$ cat config.mk
export PLATFORM = sky130hd
export DESIGN_NAME = acw_ctrl_flat
export DESIGN_NICKNAME = d
export VERILOG_FILES = /design/src/hw/rtl/acw_pkg.sv /design/src/hw/rtl/acw_if.sv /design/src/hw/rtl/acw_ctrl.sv /design/src/flat_wrapper.sv
export SDC_FILE = /design/constraint.sdc
export NUM_CORES = 1
export LEC_CHECK = 0
export BUFFER_PORTS_ARGS = -buffer_cell sky130_fd_sc_hd__buf_2
export CAP_MARGIN = 5
export CORE_MARGIN = 2
export CORE_UTILIZATION = 30
export DETAILED_ROUTE_END_ITERATION = 16
export SLEW_MARGIN = 20
export SYNTH_ARGS = -nofsm -noshare
export SYNTH_HDL_FRONTEND = slang
export SYNTH_SLANG_ARGS = --single-unit
$ cat constraint.sdc
create_clock -name clk -period 8.33 [get_ports clk]
set_input_delay 2.499 -clock clk [delete_from_list [all_inputs] [get_ports clk]]
set_output_delay 2.499 -clock clk [all_outputs]
set_load 0.02 [all_outputs]
$ cat src/hw/rtl/acw_pkg.sv
`timescale 1ns / 1ps
// Package for the sliding complex chi-square block.
// Holds sizes, state encoding, register indexes and the controller command struct.
package acw_pkg;

  localparam int Channels = 16;
  localparam int MaxTaps  = 64;
  localparam int ChW      = 4;
  localparam int TapW     = 6;
  localparam int AddrW    = ChW + TapW;
  localparam int Depth    = Channels * MaxTaps;
  localparam int LenW     = 7;
  localparam int NumW     = 56;
  localparam int DenW     = 40;

  localparam logic [LenW-1:0] RegWindowLength    = 7'd0;
  localparam logic [LenW-1:0] RegReferenceOffset = 7'd1;
  localparam logic            OpSample           = 1'b0;
  localparam logic            OpLoad             = 1'b1;

  typedef enum logic [2:0] {
    ST_IDLE,
    ST_REF,
    ST_REFWAIT,
    ST_MAC,
    ST_DIV,
    ST_OUT
  } acw_state_t;

  typedef struct packed {
    logic            clear;      // reset accumulators
    logic            ref_load;   // capture history read data as reference
    logic            mac_en;     // accumulate one tap from read data
    logic            div_start;  // begin division
    logic            div_step;   // one quotient bit
  } acw_cmd_t;

  typedef struct packed {
    logic div_done;
  } acw_stat_t;

endpackage

$ cat src/hw/rtl/acw_if.sv
`timescale 1ns / 1ps
// Valid/ready channel interfaces for input and output words.
// Depends on acw_pkg for field widths.
interface acw_in_if import acw_pkg::*; ();
  logic                  valid;
  logic                  ready;
  logic                  operation;
  logic [ChW-1:0]        channel;
  logic [TapW-1:0]       tap;
  logic signed [15:0]    real_part;
  logic signed [15:0]    imag_part;
  logic                  restart;
  modport source (output valid, operation, channel, tap, real_part, imag_part, restart,
                  input ready);
  modport sink (input valid, operation, channel, tap, real_part, imag_part, restart,
                output ready);
endinterface

interface acw_out_if import acw_pkg::*; ();
  logic           valid;
  logic           ready;
  logic [ChW-1:0] out_channel;
  logic [31:0]    chisq;
  modport source (output valid, out_channel, chisq, input ready);
  modport sink (input valid, out_channel, chisq, output ready);
endinterface

$ cat src/hw/rtl/acw_ctrl.sv
`timescale 1ns / 1ps
// Controller: accepts words, updates fill state, sequences tap walk and division.
// Depends on acw_pkg.
module acw_ctrl import acw_pkg::*; (
  input  logic                   clk,
  input  logic                   rst,
  input  logic                   cfg_we,
  input  logic [LenW-1:0]        cfg_index,
  input  logic [LenW-1:0]        cfg_data,
  acw_in_if.sink                 in_ch,
  acw_out_if.source              out_ch,
  output acw_cmd_t               cmd,
  input  acw_stat_t              stat,
  input  logic [31:0]            quotient,
  output logic                   coef_we,
  output logic [AddrW-1:0]       coef_addr,
  output logic                   hist_we,
  output logic [AddrW-1:0]       hist_addr,
  output logic [31:0]            wdata,
  output logic [LenW-1:0]        len_eff
);
  acw_state_t        state, state_next;
  logic [LenW-1:0]   window_length;
  logic [LenW-1:0]   reference_offset;
  logic [TapW-1:0]   wpos [Channels];
  logic [LenW-1:0]   fill [Channels];
  logic [ChW-1:0]    cur_ch;
  logic [TapW-1:0]   base_pos;   // position of window oldest sample
  logic [LenW-1:0]   cnt;
  logic [2:0]        drain;
  logic [LenW-1:0]   ref_pos;
  logic signed [LenW:0] lat;
  logic              accept;
  logic [LenW-1:0]   fill_new;
  logic [TapW-1:0]   wp_new;

  assign accept = in_ch.valid && in_ch.ready;
  assign in_ch.ready = (state == ST_IDLE);

  always_comb begin
    len_eff = window_length;
    if (window_length == '0) len_eff = 7'd1;
    if (window_length > 7'(MaxTaps)) len_eff = 7'(MaxTaps);
    lat = (LenW+1)'(signed'(reference_offset));
    if (lat > 0) lat = '0;
    if (lat < -signed'((LenW+1)'(len_eff - 7'd1))) lat = -signed'((LenW+1)'(len_eff - 7'd1));
    ref_pos = 7'((LenW+1)'(len_eff - 7'd1) + lat);
  end

  always_ff @(posedge clk) begin
    if (rst) begin
      window_length    <= 7'd64;
      reference_offset <= '0;
    end else if (cfg_we) begin
      if (cfg_index == RegWindowLength) window_length <= cfg_data;
      else if (cfg_index == RegReferenceOffset) reference_offset <= cfg_data;
    end
  end

  assign wp_new   = wpos[in_ch.channel] + TapW'(1);
  assign fill_new = (in_ch.restart ? 7'd0 : fill[in_ch.channel]) +
                    ((in_ch.restart || fill[in_ch.channel] < 7'(MaxTaps)) ? 7'd1 : 7'd0);

  always_ff @(posedge clk) begin
    if (rst) begin
      for (int c = 0; c < Channels; c++) begin
        wpos[c] <= '0;
        fill[c] <= '0;
      end
    end else if (accept && in_ch.operation == OpSample) begin
      wpos[in_ch.channel] <= wp_new;
      for (int c = 0; c < Channels; c++) begin
        if (ChW'(c) == in_ch.channel) fill[c] <= fill_new;
        else if (in_ch.restart) fill[c] <= '0;
      end
    end
  end

  always_ff @(posedge clk) begin
    if (rst) state <= ST_IDLE;
    else     state <= state_next;
  end

  always_ff @(posedge clk) begin
    case (state)
      ST_IDLE: begin
        cur_ch   <= in_ch.channel;
        base_pos <= wp_new - TapW'(len_eff);
        cnt      <= '0;
        drain    <= '0;
      end
      ST_MAC: begin
        if (cnt != len_eff) cnt <= cnt + 7'd1;
        else drain <= drain + 3'd1;
      end
      default: ;
    endcase
  end

  logic out_valid;
  logic [31:0] out_q;
  always_ff @(posedge clk) begin
    if (rst) out_valid <= 1'b0;
    else if (state == ST_OUT && !out_valid) out_valid <= 1'b1;
    else if (out_ch.ready) out_valid <= 1'b0;
    if (state == ST_OUT && !out_valid) out_q <= quotient;
  end
  assign out_ch.valid       = out_valid;
  assign out_ch.out_channel = cur_ch;
  assign out_ch.chisq       = out_q;

  always_comb begin
    state_next = state;
    cmd        = '0;
    coef_we    = 1'b0;
    hist_we    = 1'b0;
    wdata      = {in_ch.real_part, in_ch.imag_part};
    coef_addr  = {cur_ch, TapW'(cnt)};
    hist_addr  = {cur_ch, base_pos + TapW'(cnt)};
    case (state)
      ST_IDLE: begin
        coef_addr = {in_ch.channel, in_ch.tap};
        hist_addr = {in_ch.channel, wpos[in_ch.channel]};
        if (accept) begin
          if (in_ch.operation == OpLoad) coef_we = 1'b1;
          else begin
            hist_we = 1'b1;
            if (fill_new >= len_eff) state_next = ST_REF;
          end
        end
      end
      ST_REF: begin
        hist_addr  = {cur_ch, base_pos + TapW'(ref_pos)};
        state_next = ST_REFWAIT;
      end
      ST_REFWAIT: begin
        cmd.ref_load = 1'b1;
        cmd.clear    = 1'b1;
        state_next   = ST_MAC;
      end
      ST_MAC: begin
        // read data of tap cnt-1 arrives now
        cmd.mac_en = (cnt != '0) && (drain == '0);
        if (drain == 3'd4) begin
          cmd.div_start = 1'b1;
          state_next    = ST_DIV;
        end
      end
      ST_DIV: begin
        cmd.div_step = 1'b1;
        if (stat.div_done) state_next = ST_OUT;
      end
      ST_OUT: begin
        if (out_valid && out_ch.ready) state_next = ST_IDLE;
      end
      default: state_next = ST_IDLE;
    endcase
  end

  ap_ready_idle: assert property (@(posedge clk) disable iff (rst)
    in_ch.ready |-> state == ST_IDLE) else $error("ready outside idle");
  ap_out_state: assert property (@(posedge clk) disable iff (rst)
    out_valid |-> state == ST_OUT) else $error("result outside output state");
  ap_fill_max: assert property (@(posedge clk) disable iff (rst)
    fill[cur_ch] <= 7'(MaxTaps)) else $error("fill overflow");
endmodule

$ cat src/flat_wrapper.sv
// flat-port wrapper written by rule: the top's interface ports become plain ports
module acw_ctrl_flat import acw_pkg::*;
  (clk, rst, cfg_we, cfg_index, cfg_data, cmd, stat, quotient, coef_we, coef_addr, hist_we, hist_addr, wdata, len_eff, in_ch_valid, in_ch_operation, in_ch_channel, in_ch_tap, in_ch_real_part, in_ch_imag_part, in_ch_restart, in_ch_ready, out_ch_valid, out_ch_out_channel, out_ch_chisq, out_ch_ready);
  acw_in_if in_ch_i ();
  acw_out_if out_ch_i ();
  input  logic clk;
  input  logic rst;
  input  logic cfg_we;
  input  logic [LenW-1:0] cfg_index;
  input  logic [LenW-1:0] cfg_data;
  output acw_cmd_t cmd;
  input  acw_stat_t stat;
  input  logic [31:0] quotient;
  output logic coef_we;
  output logic [AddrW-1:0] coef_addr;
  output logic hist_we;
  output logic [AddrW-1:0] hist_addr;
  output logic [31:0] wdata;
  output logic [LenW-1:0] len_eff;
  input wire logic [$bits(in_ch_i.valid)-1:0] in_ch_valid;
  input wire logic [$bits(in_ch_i.operation)-1:0] in_ch_operation;
  input wire logic [$bits(in_ch_i.channel)-1:0] in_ch_channel;
  input wire logic [$bits(in_ch_i.tap)-1:0] in_ch_tap;
  input wire logic [$bits(in_ch_i.real_part)-1:0] in_ch_real_part;
  input wire logic [$bits(in_ch_i.imag_part)-1:0] in_ch_imag_part;
  input wire logic [$bits(in_ch_i.restart)-1:0] in_ch_restart;
  output wire logic [$bits(in_ch_i.ready)-1:0] in_ch_ready;
  output wire logic [$bits(out_ch_i.valid)-1:0] out_ch_valid;
  output wire logic [$bits(out_ch_i.out_channel)-1:0] out_ch_out_channel;
  output wire logic [$bits(out_ch_i.chisq)-1:0] out_ch_chisq;
  input wire logic [$bits(out_ch_i.ready)-1:0] out_ch_ready;
  assign in_ch_i.valid = in_ch_valid;
  assign in_ch_i.operation = in_ch_operation;
  assign in_ch_i.channel = in_ch_channel;
  assign in_ch_i.tap = in_ch_tap;
  assign in_ch_i.real_part = in_ch_real_part;
  assign in_ch_i.imag_part = in_ch_imag_part;
  assign in_ch_i.restart = in_ch_restart;
  assign in_ch_ready = in_ch_i.ready;
  assign out_ch_valid = out_ch_i.valid;
  assign out_ch_out_channel = out_ch_i.out_channel;
  assign out_ch_chisq = out_ch_i.chisq;
  assign out_ch_i.ready = out_ch_ready;
  acw_ctrl u_core (.clk(clk), .rst(rst), .cfg_we(cfg_we), .cfg_index(cfg_index), .cfg_data(cfg_data), .in_ch(in_ch_i), .out_ch(out_ch_i), .cmd(cmd), .stat(stat), .quotient(quotient), .coef_we(coef_we), .coef_addr(coef_addr), .hist_we(hist_we), .hist_addr(hist_addr), .wdata(wdata), .len_eff(len_eff));
endmodule
==> metrics.csv, run 1 <==
metric,value,unit
antenna_found_initial,0,
worstRegToRegCells,8,
fill_cells,4494,
vias,9180,
yosys_warnings,0,
place_hpwl,25.6,mm
first_iter_violations,697,
diodes,0,
postRouteAntennaNets,0,
syn_nets,1247,
crit_arrival,6.06,ns
cap_violations,0,
die_y,221,um
grt-ovfl-total,0,
tightest_slew,1.11,ns
p_leak,0.00632,uW
vdd_ir_drop_max,0.205,mV
grt.total_usage,14.4,%
holdCritPathClass,register to register,
r2r_slack,4.49,ns
drtPass1Iterations,5,
ctsLongestPathBuffers,3,
clock_latency,0.59,ns
hold_end,u_core.reference_offset[3],
slew_headroom,25.1,%
status,"finished, violations left",
synth_cell_types,58,
path_buf_inv,5,
synthFlopType,edfxtp_1,
violations,setup timing,
yosysSeqAreaShare,57.7,%
slowest_stage,fa_1,
fin_nets,1358,
critPathMaxStageDelay,0.50,ns
min_period,8.56,ns
synthCells,1104,
fin_crit_sh,103,%
numPortBuffers,135,
final_max_slew_viol_count,0,
power-per-cell-area,215,nW/um^2
ys_ff_latch,278,
hold_start,u_core.reference_offset[3],
wl,35.8,mm
netlist_area,14100,um^2
cts_hold_buf,0,
clkSinkCount,278,
drive_gt1_share,27.6,%
path_clk_slew,0.06,ns
grt_setup_unrepaired,yes,
r2r_start,u_core.state[0],
finalHoldViolations,0,
pin_count,200,
cts_buffers,31,
initial_utilization,30.4,%
place.gp.congestion,0.891,
fmax,0.117,GHz
finClkSkew,0.0166,ns
cts_tree,built,
cp_top_family,compound AO/OA/AOI/OAI gates,
multi_input_area,5360,um^2
cp.required,5.83,ns
die_w,221,um
core-area,46600,um^2
hold_path_depth,2,
synth_async_sr_flop_share,0,%
vias_per_cell,4.97,
cpMostUsedCell,buf_4,
cts-root-buf,clkbuf_16,
seq_area,8170,um^2
remaining_drc_errors,0,
first_global_vias,9295,
startpoint_type,register,
setup_ws,-0.231,ns
hold-worst-slack,0.491,ns
die_area,48900,um^2
h-tree-depth,1,
grt_pass1_wl,55.3,mm
wl_per_cell,19.4,um
synth.avg_cell_area,12.8,um^2
setup_viol,1,
total_power,3550,uW
crit_fanout,5,
worstSetupPathType,register to primary output,
row_count,79,
grt_start_max_net_pins,51,
synth-edff-count,260,
syn_to_final_growth,16.8,%
critical_path.endpoint_type,primary output,
r2r-end,u_core.wpos[7][1],
registers in the layout, summed over array words and instances (netlist names):
name and cells:
u_core.fill 112, u_core.wpos 96, u_core.out_ch.chisq 32, u_core.cnt 7
u_core.reference_offset 7, u_core.window_length 7, u_core.base_pos 6, u_core.out_ch.out_channel 4
u_core.drain 3, u_core.state 3, u_core.out_ch.valid 1
routing by layer:
layer	up-vias	track usage [%]	part of all wire (%)
li1	4187	-	-
met1	4576	20.3	45
met2	361	23.0	46
met4	0	3.20	2.3
met3	56	2.79	6.9
met5	-	0	0
through the flow:
stage                     setup slack, ns  area [um^2]  std cells  setup TNS [ns]  util, %
final                              -0.231        16500       1847          -0.231     35.5
after CTS                          -0.182        16500       1847          -0.182     35.5
after floorplan                0.00000355        14200       1104               0        -
after global routing               -0.515        16500       1847          -0.515     35.5
after detailed placement          -0.0923        15300       1785         -0.0923     33.0
after global placement             0.0340        15300       1785               0     33.0
repair_timing:
item	4_1_cts	5_1_grt
buffers inserted	4	0
resized for setup	30	1
endpoints found under the setup margin	2	1
pin swaps	10	1
cell usage in the layout (no fill, tap or decap), types with 5 or more instances in the layout:
master / n
mux2i_1: 16
clkbuf_1: 6
xor2_1: 7
fa_1: 6
mux4_2: 61
a21oi_1: 39
nand2_1: 66
nand3_1: 9
xor2_2: 5
edfxtp_1: 260
mux2_2: 12
clkbuf_16: 31
and3_1: 10
nor3_1: 54
o21ai_1: 10
nor2_1: 185
o21ai_0: 12
buf_4: 50
clkinv_1: 9
a21o_1: 11
inv_1: 39
buf_2: 133
ha_1: 35
nor2b_1: 24
xnor2_1: 27
dfxtp_1: 15
and2_1: 18
cell families after synthesis:
logic type               share of synthesized area, %
flip-flops                                       57.7
buffers and inverters                            5.33
AND/OR/NAND/NOR                                  12.6
multiplexers                                     12.2
AO/OA/AOI/OAI                                    4.36
adder cells (fa/ha/maj)                          4.53
XOR/XNOR                                         3.23
power by group:
part | switching [uW] | total (uW) | internal (uW)
clock | 577 | 1370 | 797
sequential | 31.3 | 1640 | 1600
combinational | 314 | 543 | 229
Yosys cell counts (9+ instances only):
cell type	number	area share (%)
ha_1	40	3.5
o21ai_0	23	0.81
buf_2	9	0.32
nor3_1	55	1.9
nor2_1	186	4.9
xnor2_1	29	1.8
clkbuf_1	46	1.2
mux2i_1	16	1.1
edfxtp_1	260	55
and3_1	10	0.44
dfxtp_1	18	2.5
nand3_1	9	0.32
inv_1	39	1.0
buf_4	37	2.0
and2_1	18	0.80
nor2b_1	25	1.1
a21o_1	11	0.58
mux4_2	61	9.7
nand2_1	67	1.8
mux2_2	12	0.96
a21oi_1	41	1.5
final cells by class:
cell class                 instances  share of cell area (%)
clock buffer                      39                    5.00
clock inverter                    19                    1.20
inverter                          41                   0.939
multi-input combinational        679                    32.4
sequential                       278                    49.5
tap                              607                    4.60
timing repair buffer             184                    6.37
worst max-delay path by stage:
stage	cells after the start	to	slack, ns	startpoint
6_report	25	hist_addr[5]	-0.23	u_core.window_length[6]
5_1_grt	26	hist_addr[5]	-0.51	u_core.window_length[6]
4_1_cts	25	hist_addr[5]	-0.18	u_core.window_length[6]
3_5_place_dp	27	hist_addr[5]	-0.09	u_core.window_length[6]
3_3_place_gp	27	hist_addr[5]	0.03	u_core.window_length[6]
2_1_floorplan	26	hist_addr[5]	0.000004	u_core.window_length[6]
worst min-delay path, delay by kind of cell, from the launching register on:
family	cells	cell delay, ns
flip-flops	1	0.32
AND/OR/NAND/NOR	1	0.07
multiplexers	1	0.06
Power figures use the tool's default switching activity.
==> inputs of run 2 (changes only) <==
Settings changed: CORE_MARGIN 2 to unset, PLACE_DENSITY set to 0.6.
Clock period 8.33 ns to 6.9 ns, I/O delays scaled along.
==> run 2 against run 1 <==
Against the previous run:
- die area shrank 1.8%
- clock skew shrank 0.0094 ns
- highest routed layer is now met5
- the run still ends with setup timing left
- largest power group unchanged
- sequential share of layout area shrank 1.3 points
- critical endpoint unchanged
- critical path depth grew 4
==> metrics.csv, run 2 (same netlist as run 1, synthesis figures left out) <==
metric,value,unit,change
status,"finished, violations left",,unchanged
violations,setup timing,,unchanged
setup_ws,-1.14,ns,was -0.231 ns
fin_nets,1396,,was 1358
seq_area,8170,um^2,about the same
cp.required,4.83,ns,was 5.83 ns
cts_buffers,30,,was 31
layout_common_cells,"edfxtp_1, nor2_1, buf_2, buf_4, nand2_1",,"was edfxtp_1, nor2_1, buf_2, nand2_1, mux4_2"
swShare,25.6,%,was 26.0%
postRouteAntennaNets,0,,unchanged
clkPwrFrac,37.7,%,was 38.7%
wl_per_cell,19.3,um,was 19.4 um
place.gp.congestion,0.865,,was 0.891
grt.total_usage,15.1,%,was 14.4%
hold-worst-slack,0.509,ns,was 0.491 ns
slowest_stage,fa_2,,was fa_1
grt_pass1_wl,55.6,mm,was 55.3 mm
path_buf_inv,4,,was 5
drtPass1Iterations,5,,unchanged
tightest_slew,1.08,ns,was 1.11 ns
power.switching,1120,uW,was 922 uW
cts-root-buf,clkbuf_16,,unchanged
preCtsSetupSlack,-0.532,ns,was -0.0923 ns
cellInternalPower,3250,uW,was 2630 uW
fill_cells,4491,,was 4494
worstSetupStartpoint,u_core.window_length[6],,unchanged
total_power,4370,uW,was 3550 uW
cp_top_family,compound AO/OA/AOI/OAI gates,,unchanged
vias_per_cell,4.91,,was 4.97
die_y,219,um,was 221 um
power_frac_comb,17.1,%,was 15.3%
worstSetupPathType,register to primary output,,unchanged
place_hpwl,26.3,mm,was 25.6 mm
die_w,219,um,was 221 um
design_area,17000,um^2,was 16500 um^2
setup_viol,4,,was 1
grt_start_max_net_pins,63,,was 51
cap_violations,0,,unchanged
ctsLongestPathBuffers,3,,unchanged
crit_arrival,5.97,ns,was 6.06 ns
core-area,46600,um^2,unchanged
fin_tns_setup,-2.62,ns,was -0.231 ns
diodes,0,,unchanged
multi_input_area,5500,um^2,was 5360 um^2
h-tree-depth,1,,unchanged
clock_latency,0.58,ns,was 0.59 ns
syn_to_final_growth,20.0,%,was 16.8%
vias,9244,,was 9180
grt-ovfl-total,0,,unchanged
critical_path.endpoint_type,primary output,,unchanged
power-per-cell-area,258,nW/um^2,was 215 nW/um^2
finClkSkew,0.00718,ns,was 0.0166 ns
fmax,0.124,GHz,
vdd_ir_drop_max,0.173,mV,was 0.205 mV
row_count,79,,unchanged
crit_fanout,5,,unchanged
pin_count,200,,unchanged
largest_reg_flops,112,,unchanged
grt_setup_unrepaired,yes,,unchanged
min_period,8.04,ns,
layout_commonest_cell,edfxtp_1,,unchanged
initial_utilization,30.4,%,unchanged
r2r_start,u_core.state[0],,unchanged
antenna_found_initial,1,,was 0
startpoint_type,register,,unchanged
final_max_slew_viol_count,0,,unchanged
first_global_vias,9387,,was 9295
remaining_drc_errors,0,,unchanged
clkSinkCount,278,,unchanged
first_iter_violations,882,,was 697
wl,36.3,mm,was 35.8 mm
p_leak,0.00656,uW,was 0.00632 uW
critPathMaxStageDelay,0.40,ns,was 0.50 ns
numPortBuffers,135,,unchanged
die_area,48000,um^2,was 48900 um^2
placed_area,15700,um^2,was 15300 um^2
slew_headroom,27.8,%,was 25.1%
path_clk_slew,0.06,ns,about the same
drive_gt1_share,31.7,%,was 27.6%
largest-register,u_core.fill,,unchanged
cts_tree,built,,unchanged
holdCritPathClass,register to register,,unchanged
fin_crit_sh,117,%,
hold_start,u_core.reference_offset[5],,was u_core.reference_offset[3]
finalHoldViolations,0,,unchanged
power_frac_seq,45.2,%,was 46.0%
==> run 2: cell count changes in the layout (fill, tap and decap cells not counted), moves of 3 or more <==
cell,delta
a21oi_1,-9
a21oi_2,+8
buf_2,-5
buf_4,+42
clkinv_1,-4
clkinv_2,+3
inv_1,-3
inv_2,+3
o21ai_0,+5
o21ai_1,-8
o21ai_2,+3
==> run 2: cell type report <==
type	instances	area share (%)
flip-flops and latches	278	48.2
multi-input cells	679	32.4
repair buffers	223	8.04
clock buffers	39	4.74
well taps	607	4.48
clock inverters	17	1.25
inverters	41	0.936
==> run 2: power groups by stage <==
stage / Combinational, uW / Sequential, uW / Clock (uW)
floorplan: 488 / 1990 / 0
global placement: 666 / 2010 / 0
detailed placement: 677 / 2010 / 0
CTS: 737 / 1970 / 1680
global route: 812 / 1980 / 1740
finish: 748 / 1970 / 1650
==> run 2: per-stage QoR <==
step | utilization, % | cells
finish | 36.5 | 1884
CTS | 36.2 | 1881
floorplan | - | 1104
global placement | 33.6 | 1817
global route | 36.5 | 1884
detailed placement | 33.6 | 1817
==> run 2: timing repair <==
action / in CTS / in global routing
hold buffers: 0 / 0
setup buffers: 8 / 3
endpoints found under the setup margin: 5 / 6
pin swaps: 26 / 20
gates resized for setup: 30 / 18
==> run 2: worst reg2reg max path, cell delays in order (launching register included) <==
cell and delay [ns]:
dfxtp_1 0.30, buf_4 0.21, nor3_4 0.64, buf_4 0.42
nand2_1 0.32, inv_1 0.30, and3_1 0.26, nand2_1 0.40
nand2_1 0.46
==> run 2: worst paths after layout <==
kind	cells past startpoint	slack, ns	end
setup / recovery	29	-1.14	hist_addr[5]
hold / removal	2	0.51	u_core.reference_offset[5]
setup reg to reg	8	3.26	u_core.wpos[3][5]
hold reg to reg	2	0.51	u_core.reference_offset[5]
==> run 2: routing by layer <==
metal / vias up / GRT usage (%) / wire (um)
met5: - / 0 / 8
met4: 2 / 2.41 / 590
met3: 48 / 3.37 / 2870
met2: 356 / 24.9 / 16900
met1: 4574 / 20.7 / 15900
li1: 4264 / - / -
==> inputs of run 3 (changes only) <==
Settings changed: REMOVE_ABC_BUFFERS set to 1.
==> run 3 against run 2 <==
Against the previous run:
- the flow still finishes with violations (setup timing)
- sequential share of layout area increased by 0.32 points
- setup slack improved by 0.049 ns
- power decreased by 4.2%
- combinational power decreased by 5.5%
- non-clock buffer count decreased by 12
- sequential power about the same
- first-iteration DRC count decreased by 31%
- cell count decreased by 0.69%
- final area decreased by 0.59%
- die area unchanged
==> metrics.csv, run 3 (same netlist as run 1, synthesis figures left out) <==
metric,value,unit,change
largest_reg_flops,112,,unchanged
cp_top_family,adder cells,,was compound AO/OA/AOI/OAI gates
drive_gt1_share,30.9,%,was 31.7%
gr-max-usage-layer,met2,,unchanged
fmax,0.125,GHz,was 0.124 GHz
grt_start_max_net_pins,43,,was 63
path_buf_inv,6,,was 4
violations,setup timing,,unchanged
first_global_vias,9423,,was 9387
clock_latency,0.58,ns,about the same
worstRegToRegCells,11,,was 8
die_w,219,um,unchanged
vdd_ir_drop_max,0.189,mV,was 0.173 mV
cts_hold_buf,0,,unchanged
place.gp.congestion,0.853,,was 0.865
place_inst,1810,,was 1817
critPathMaxStageDelay,0.50,ns,was 0.40 ns
crit_fanout,5,,unchanged
fin_nets,1384,,was 1396
layout_common_cells,"edfxtp_1, nor2_1, buf_2, buf_4, nand2_1",,unchanged
largest-register,u_core.fill,,unchanged
h-tree-depth,1,,unchanged
slowest_stage,fa_1,,was fa_2
clkSinkCount,278,,unchanged
hold_path_depth,2,,unchanged
seq_area,8180,um^2,was 8170 um^2
grt.total_usage,15.6,%,was 15.1%
die_y,219,um,unchanged
place_hpwl,26.7,mm,was 26.3 mm
p_leak,0.00647,uW,was 0.00656 uW
cts-root-buf,clkbuf_16,,unchanged
grt-ovfl-total,0,,unchanged
wl,37.4,mm,was 36.3 mm
layout.cells.non_filler,1871,,was 1884
die_area,48000,um^2,unchanged
min_period,7.99,ns,was 8.04 ns
setup_ws,-1.09,ns,was -1.14 ns
tightest_slew,1.10,ns,was 1.08 ns
diodes,0,,unchanged
crit_arrival,5.92,ns,was 5.97 ns
vias,9267,,was 9244
startpoint_type,register,,unchanged
grt_pass1_wl,57.1,mm,was 55.6 mm
design_area,16900,um^2,was 17000 um^2
slew_headroom,26.5,%,was 27.8%
layout_commonest_cell,edfxtp_1,,unchanged
grt_util_met3,3.65,%,was 3.37%
path_clk_slew,0.06,ns,about the same
met2_usage,26.9,%,was 24.9%
critical_path.endpoint_type,primary output,,unchanged
core-area,46600,um^2,unchanged
total_power,4190,uW,was 4370 uW
post-route-util,36.2,%,was 36.5%
worstSetupPathType,register to primary output,,unchanged
drtPass1Iterations,5,,unchanged
cp.required,4.83,ns,about the same
preCtsSetupSlack,-0.923,ns,was -0.532 ns
status,"finished, violations left",,unchanged
placed_area,15500,um^2,was 15700 um^2
fill_cells,4478,,was 4491
multi_input_area,5560,um^2,was 5500 um^2
postRouteAntennaNets,0,,unchanged
syn_to_final_growth,19.3,%,was 20.0%
finClkSkew,0.0232,ns,was 0.00718 ns
power-per-cell-area,248,nW/um^2,was 258 nW/um^2
cpMostUsedCell,xnor2_2,,
row_count,79,,unchanged
finalHoldViolations,0,,unchanged
fin_crit_sh,116,%,was 117%
remaining_drc_errors,0,,unchanged
final_max_slew_viol_count,0,,unchanged
cts_buffers,30,,unchanged
initial_utilization,30.4,%,unchanged
antenna_found_initial,1,,unchanged
numPortBuffers,135,,unchanged
ctsLongestPathBuffers,3,,unchanged
cts_tree,built,,unchanged
pin_count,200,,unchanged
path_depth,29,,unchanged
cap_violations,0,,unchanged
first_iter_violations,610,,was 882
wl_per_cell,20.0,um,was 19.3 um
vias_per_cell,4.95,,was 4.91
grt_use_met1,19.6,%,was 20.7%
grt_setup_unrepaired,yes,,unchanged
holdCritPathClass,register to register,,unchanged
setup_viol,4,,unchanged
run 3: cell type report:
cell class | count | share of cell area, %
clock buffer | 39 | 4.65
clock inverter | 16 | 0.712
inverter | 41 | 0.972
multi-input combinational | 679 | 33.0
sequential | 278 | 48.5
tap | 607 | 4.50
timing repair buffer | 211 | 7.72
run 3: worst paths after layout:
| path | slack, ns | startpoint | end |
|---|---|---|---|
| min | 0.49 | u_core.reference_offset[1] | u_core.reference_offset[1] |
| max reg2reg | 3.26 | u_core.fill[7][0] | u_core.state[0] |
| max | -1.09 | u_core.window_length[1] | hist_addr[5] |
| min reg2reg | 0.49 | u_core.reference_offset[1] | u_core.reference_offset[1] |
run 3: through the flow:
step	hold slack, ns	setup TNS [ns]
floorplan	0.455	-3.01
global placement	0.473	-1.23
detailed placement	0.484	-1.68
CTS	0.499	-2.17
global route	0.535	-3.47
finish	0.490	-2.42
run 3: timing repair:
item                       CTS  global route
pin swaps                   20             4
setup endpoints to repair    6             5
hold endpoints to repair     0             0
buffers inserted             8             2
resized for setup           73            14
cloned                       0             0
run 3: report_power, final:
group / total, uW / internal (uW) / leakage [uW] / switching (uW)
Clock: 1500 / 837 / 0.000431 / 668
Combinational: 707 / 312 / 0.00322 / 395
Sequential: 1980 / 1940 / 0.00282 / 40.7
Total: 4190 / 3090 / 0.00647 / 1100
run 3: worst register-to-register path: cells and delay by family, from the launching register on:
family          cells  cell delay [ns]
fa+ha+maj           2             0.55
mux                 2             0.99
xor+xnor            1             0.79
simple gates        4             0.49
compound gates      2             0.31
flops               1             0.37
run 3: routing by layer:
| layer | part of all wire [%] | up-vias |
|---|---|---|
| li1 | - | 4244 |
| met4 | 1.8 | 2 |
| met3 | 6.9 | 57 |
| met1 | 42 | 4664 |
| met5 | 0.11 | - |
| met2 | 49 | 300 |
